--- config.mk ---
export PLATFORM = sky130hd
export DESIGN_NAME = gpoc_row
export DESIGN_NICKNAME = d
export VERILOG_FILES = /design/src/design/gpoc_pkg.sv /design/src/design/gpoc_cell.sv /design/src/design/gpoc_row.sv
export SDC_FILE = /design/constraint.sdc
export NUM_CORES = 2
export LEC_CHECK = 0
export BUFFER_PORTS_ARGS = -buffer_cell sky130_fd_sc_hd__buf_2
export CAP_MARGIN = 15
export CORE_MARGIN = 10
export CORE_UTILIZATION = 30
export CTS_BUF_LIST = sky130_fd_sc_hd__clkbuf_8
export CTS_CLUSTER_DIAMETER = 150
export DETAILED_ROUTE_END_ITERATION = 10
export PLACE_DENSITY = 0.49
export REMOVE_ABC_BUFFERS = 1
export SYNTH_ARGS = -nofsm -noshare
export SYNTH_HDL_FRONTEND = slang
export SYNTH_HIERARCHICAL = 1
export SYNTH_SLANG_ARGS = --single-unit
--- constraint.sdc ---
create_clock -name i_clk -period 4.9 [get_ports i_clk]
set_input_delay 0.49 -clock i_clk [delete_from_list [all_inputs] [get_ports i_clk]]
set_output_delay 0.49 -clock i_clk [all_outputs]
set_load 0.1 [all_outputs]
--- src/design/gpoc_pkg.sv ---
// Package for the gap-constrained pattern occurrence counter.
// Register indexes, port widths, parameter defaults and control structs.
// No dependencies.
package gpoc_pkg;

    localparam int DEF_MAX_PATTERN = 8;
    localparam int DEF_MAX_GAP     = 15;
    localparam int DEF_COUNT_WIDTH = 48;

    localparam int SYM_W       = 8;
    localparam int PATTERN_W   = 64;
    localparam int PATTERN_SYMS = PATTERN_W / SYM_W;
    localparam int LEN_W       = 4;
    localparam int GAP_W       = 4;
    localparam int OUT_W       = 48;
    localparam int CFG_INDEX_W = 8;
    localparam int CFG_DATA_W  = 64;

    localparam logic [CFG_INDEX_W-1:0] CFG_PATTERN_SYMBOLS = 8'd0;
    localparam logic [CFG_INDEX_W-1:0] CFG_PATTERN_LENGTH  = 8'd1;
    localparam logic [CFG_INDEX_W-1:0] CFG_MIN_GAP         = 8'd2;
    localparam logic [CFG_INDEX_W-1:0] CFG_MAX_GAP         = 8'd3;

    localparam logic [LEN_W-1:0] LEN_RESET = 4'd2;
    localparam logic [LEN_W-1:0] LEN_MIN   = 4'd2;

    typedef struct packed {
        logic shift;
        logic clear;
    } t_cell_ctrl;

    typedef struct packed {
        logic shift;
        logic clear;
        logic empty;
        logic add_fresh;
    } t_row_ctrl;

endpackage

--- src/design/gpoc_cell.sv ---
// One history cell: prefix sum of partial-match counts up to its age.
// Takes the neighbour's prefix sum each transfer. Depends on gpoc_pkg.
module gpoc_cell #(
    parameter int CW = gpoc_pkg::DEF_COUNT_WIDTH,
    parameter int QW = gpoc_pkg::DEF_COUNT_WIDTH + 4
) (
    input  logic                  i_clk,
    input  logic                  i_rst_n,
    input  gpoc_pkg::t_cell_ctrl  i_ctrl,
    input  logic [QW-1:0]         i_prev,
    input  logic [CW-1:0]         i_fresh,
    output logic [QW-1:0]         o_q
);

    logic [QW-1:0] r_q;
    logic [QW-1:0] n_q;

    always_comb begin
        n_q = r_q;
        if (i_ctrl.clear) begin
            n_q = '0;
        end else if (i_ctrl.shift) begin
            n_q = i_prev + QW'(i_fresh);
        end
    end

    always_ff @(posedge i_clk) begin
        if (!i_rst_n) begin
            r_q <= '0;
        end else begin
            r_q <= n_q;
        end
    end

    assign o_q = r_q;

endmodule

--- src/design/gpoc_row.sv ---
// One pattern prefix: chain of history cells plus the registered window sum.
// Window sum is the difference of two selected prefix sums. Depends on gpoc_pkg, gpoc_cell.
module gpoc_row #(
    parameter int DEPTH = gpoc_pkg::DEF_MAX_GAP + 1,
    parameter int CW    = gpoc_pkg::DEF_COUNT_WIDTH,
    parameter int QW    = gpoc_pkg::DEF_COUNT_WIDTH + 4
) (
    input  logic                 i_clk,
    input  logic                 i_rst_n,
    input  gpoc_pkg::t_row_ctrl  i_ctrl,
    input  logic [CW-1:0]        i_fresh,
    input  logic [DEPTH-1:0]     i_sel_x,
    input  logic [DEPTH-1:0]     i_sel_y,
    output logic [QW-1:0]        o_win
);

    logic [QW-1:0]        q [DEPTH];
    gpoc_pkg::t_cell_ctrl cell_ctrl;
    logic [QW-1:0]        sum_x;
    logic [QW-1:0]        sum_y;
    logic [QW-1:0]        r_win;
    logic [QW-1:0]        n_win;

    assign cell_ctrl.shift = i_ctrl.shift;
    assign cell_ctrl.clear = i_ctrl.clear;

    for (genvar d = 0; d < DEPTH; d++) begin : g_cell
        gpoc_cell #(
            .CW (CW),
            .QW (QW)
        ) u_cell (
            .i_clk   (i_clk),
            .i_rst_n (i_rst_n),
            .i_ctrl  (cell_ctrl),
            .i_prev  ((d == 0) ? '0 : q[(d == 0) ? 0 : d-1]),
            .i_fresh (i_fresh),
            .o_q     (q[d])
        );
    end

    always_comb begin
        sum_x = '0;
        sum_y = '0;
        for (int d = 0; d < DEPTH; d++) begin
            sum_x = sum_x | (i_sel_x[d] ? q[d] : '0);
            sum_y = sum_y | (i_sel_y[d] ? q[d] : '0);
        end
        if (i_ctrl.clear || i_ctrl.empty) begin
            n_win = '0;
        end else begin
            n_win = sum_x - sum_y + (i_ctrl.add_fresh ? QW'(i_fresh) : '0);
        end
    end

    always_ff @(posedge i_clk) begin
        if (!i_rst_n) begin
            r_win <= '0;
        end else begin
            r_win <= n_win;
        end
    end

    assign o_win = r_win;

endmodule
==> reports/qor.yml <==
run_status:
  outcome: "finished, violations left"
  violations: "max-slew violations"
placement:
  dp_hpwl_um: 469000
  io_buffers: 137
  pre_cts_ws_ns: -0.170
  placed_area_sq_um: 99200
  gp_congestion: 1.12
floorplan:
  core_sq_um: 298000
  die_h_um: 567
  dieArea_sq_um: 322000
  chipWidth_um: 567
  fp-row-count: 200
  pin_count: 138
  start_util: 0.302
critical_path:
  arrival_ns: 5.67
  setup.worst_path.start: "g_cell[8].u_cell/o_q[23]$_SDFFE_PP0P_"
  r2r-end: "o_win[48]$_SDFF_PP0_"
  endpoint: "o_win[48]$_SDFF_PP0_"
  cp.required_ns: 5.81
  critical_path.max_stage_delay_ns: 0.52
  critPathSlowestCell: "fa_1"
  cp_cell_sequence: "a22o_1 -> a221oi_1 -> nand4_1 -> buf_4 -> fa_1 -> inv_1 -> ha_1 -> nand4_1 -> o22ai_1 -> o21ai_0 -> buf_4 -> a31oi_1 -> nor4_1 -> buf_4 -> o21bai_1 -> mux2i_1 -> nand2_1"
  crit_path_end_kind: "flip-flop"
  rrSetupSlack_ns: 0.13
  reg2reg_depth: 17
  crit_type: "flip-flop to flip-flop"
  r2r-start: "g_cell[8].u_cell/o_q[23]$_SDFFE_PP0P_"
  crit_top_cell: "buf_4"
  worstSetupStartpointType: "flip-flop"
  crit_fanout: 3
cells_and_area:
  drive_gt1_frac: 0.122
  multi_input_area_sq_um: 68600
  ff_latch_area_sq_um: 17700
  design_area_sq_um: 103000
  area_growth_pct: 15.0
  final_cell_mix: "1170 x nor2_1, 960 x a21oi_1, 884 x dfxtp_1"
  final_nets: 12800
  layout_commonest_cell: "nor2_1"
  nFillCells: 31300
clock_tree:
  cts-htree-levels: 4
  postCtsHoldBufs: 2
  clk_pin_slew_ns: 0.06
  cts_resized: 0
  root_buffer: "clkbuf_8"
  postCtsSetupBuffers: 0
  cts_tree: "done"
  numCtsBuffers: 192
  clock_sinks: 884
  worstSkewPairLatency_ns: 1.08
  cts_max_path_buffers: 4
timing:
  timing.final.ws_setup_ns: 0.134
  setup_viol: 0
  slew_headroom: -0.183
  finClkSkew_ns: 0.127
  rsz0062_at_grt: "no"
  worst_pin_slew_ns: 1.77
  min_period_ns: 4.77
  fmax_mhz: 210
  period_share: 0.973
  hold_viol: 0
  drv_slew: 10
logic_synthesis:
  async_flop_share: 0
  synthSimpleGateAreaFrac: 0.195
  synth_area_sq_um: 89800
  syn_inst: 11400
  synth_top_family_by_area: "compound AO/OA/AOI/OAI gates"
  synth_mux_area_frac: 0.0605
  yosys_register_bits: 884
  synth-seq-area-share: 0.197
  ys_warn_count: 6
  synth-xor-area-share: 0.0636
  synth_cell_types: 108
  synth_area_per_cell_sq_um: 7.88
  synth_ff_type: "dfxtp_1"
  synthAdderAreaFrac: 0.129
  synth_compound_area_frac: 0.311
  synth-edff-count: 0
pwr:
  clkPwrFrac: 0.277
  power.switching_uw: 15000
  intPower_uw: 17700
  swShare: 0.459
  peakVddDrop_mv: 0.196
  power.leakage_uw: 0.0451
  powerDensity_nw_per_um2: 317
  pwr-share-comb: 0.457
  seq_power_share: 0.266
global_routing:
  grt_use_total: 0.331
  antenna_found_initial: 50
  grt.overflow.total: 0
  grt_max_degree: 190
  grt_pass1_vias: 94600
  grt_first_pass_wirelength_um: 767000
min_path:
  min-delay-path-class: "input port to flip-flop"
detailed_routing:
  drt_iter0_markers: 14200
  wl_per_cell_um: 35.7
  drc: 0
  vias: 102000
  routed_wl_um: 569000
  first_pass_iters: 7
  final_antenna_net_count: 0
  detail_route.vias_per_cell: 6.42
flow_run:
  maxCapViolCount: 0
-- cells by family after synthesis --
kind of cell,count (synthesis)
AO/OA/AOI/OAI,3884
AND/OR/NAND/NOR,3533
buffers and inverters,1019
adder cells (fa/ha/maj),887
flip-flops,884
XOR/XNOR,652
multiplexers,541
other,1
-- cell usage after synthesis, drive strengths merged (64+ instances only) --
master	count	share of area
inv	365	0.015
xor2	232	0.023
nor2	1178	0.050
o31ai	118	0.013
buf	142	0.0070
nor3	139	0.0077
a211oi	168	0.016
a22oi	277	0.023
o21a	80	0.0067
and3	76	0.0054
a21o	413	0.035
nor2b	94	0.0065
fa	64	0.014
a31oi	121	0.0089
dfxtp	884	0.20
o21ai	505	0.028
a21oi	993	0.057
o211ai	145	0.013
nand2b	69	0.0048
xnor2	420	0.041
clkbuf	512	0.021
ha	823	0.11
a22o	282	0.027
nand2	771	0.032
a221oi	305	0.032
o21bai	129	0.011
nand4	355	0.025
nand3b	183	0.015
nand3	325	0.019
mux2i	526	0.059
-- worst max-delay path: cells and delay by family (launching register included) --
family                     cells  cell delay (ns)
AOI/OAI and AO/OA              6             1.70
muxes                          1             0.21
DFF                            1             0.44
and+or+nand+nor                4             0.70
buffers and inverters          4             0.70
adders and majority gates      2             0.90
-- power by group through the flow --
stage | Clock (uW) | Sequential (uW) | Combinational, uW
CTS | 9210 | 8590 | 14500
global placement | 0 | 8750 | 14500
finish | 9050 | 8700 | 15000
detailed placement | 0 | 8740 | 14400
floorplan | 0 | 8730 | 7680
global route | 9440 | 8640 | 15800
-- flip-flops by register name, summed over array words and instances, names as in the netlist --
name	count
g_cell.u_cell/o_q	832
o_win	52
-- per-layer routing --
metal	routed length, um	vias up	global-route usage
met5	139	-	0
met4	32300	20	0.152
met3	72200	1240	0.116
met2	223000	6470	0.468
met1	241000	50500	0.446
li1	-	44100	-
-- cell type report --
cell class,count,area share
antenna,15,0.000363
inverter,365,0.0133
sequential,884,0.171
multi-input combinational,9565,0.664
clock buffer,245,0.0327
timing repair buffer,840,0.0647
tap,3939,0.0477
clock inverter,94,0.00609
-- per-stage QoR --
step | hold WS (ns) | power, uW | std cells | TNS [ns] | util
5_1_grt | 0.0371 | 33900 | 15900 | 0 | 0.347
6_report | 0.0640 | 32700 | 15900 | 0 | 0.347
4_1_cts | 0.00919 | 32300 | 15900 | 0 | 0.347
3_3_place_gp | 0.541 | 23200 | 15600 | -1.24 | 0.333
2_1_floorplan | 0.438 | 16400 | 10800 | 0 | -
3_5_place_dp | 0.540 | 23200 | 15600 | -0.743 | 0.333
-- worst min path at each step --
stage | start | endpoint | slack, ns | cells past startpoint
2_1_floorplan | g_cell[15].u_cell/o_q[26]$_SDFFE_PP0P_ | g_cell[15].u_cell/o_q[26]$_SDFFE_PP0P_ | 0.44 | 2
3_3_place_gp | g_cell[15].u_cell/o_q[2]$_SDFFE_PP0P_ | g_cell[15].u_cell/o_q[2]$_SDFFE_PP0P_ | 0.54 | 2
3_5_place_dp | g_cell[15].u_cell/o_q[2]$_SDFFE_PP0P_ | g_cell[15].u_cell/o_q[2]$_SDFFE_PP0P_ | 0.54 | 2
4_1_cts | i_rst_n | o_win[0]$_SDFF_PP0_ | 0.009 | 2
5_1_grt | i_rst_n | o_win[0]$_SDFF_PP0_ | 0.04 | 2
6_report | i_rst_n | o_win[0]$_SDFF_PP0_ | 0.06 | 2
Power figures use the tool's default switching activity.
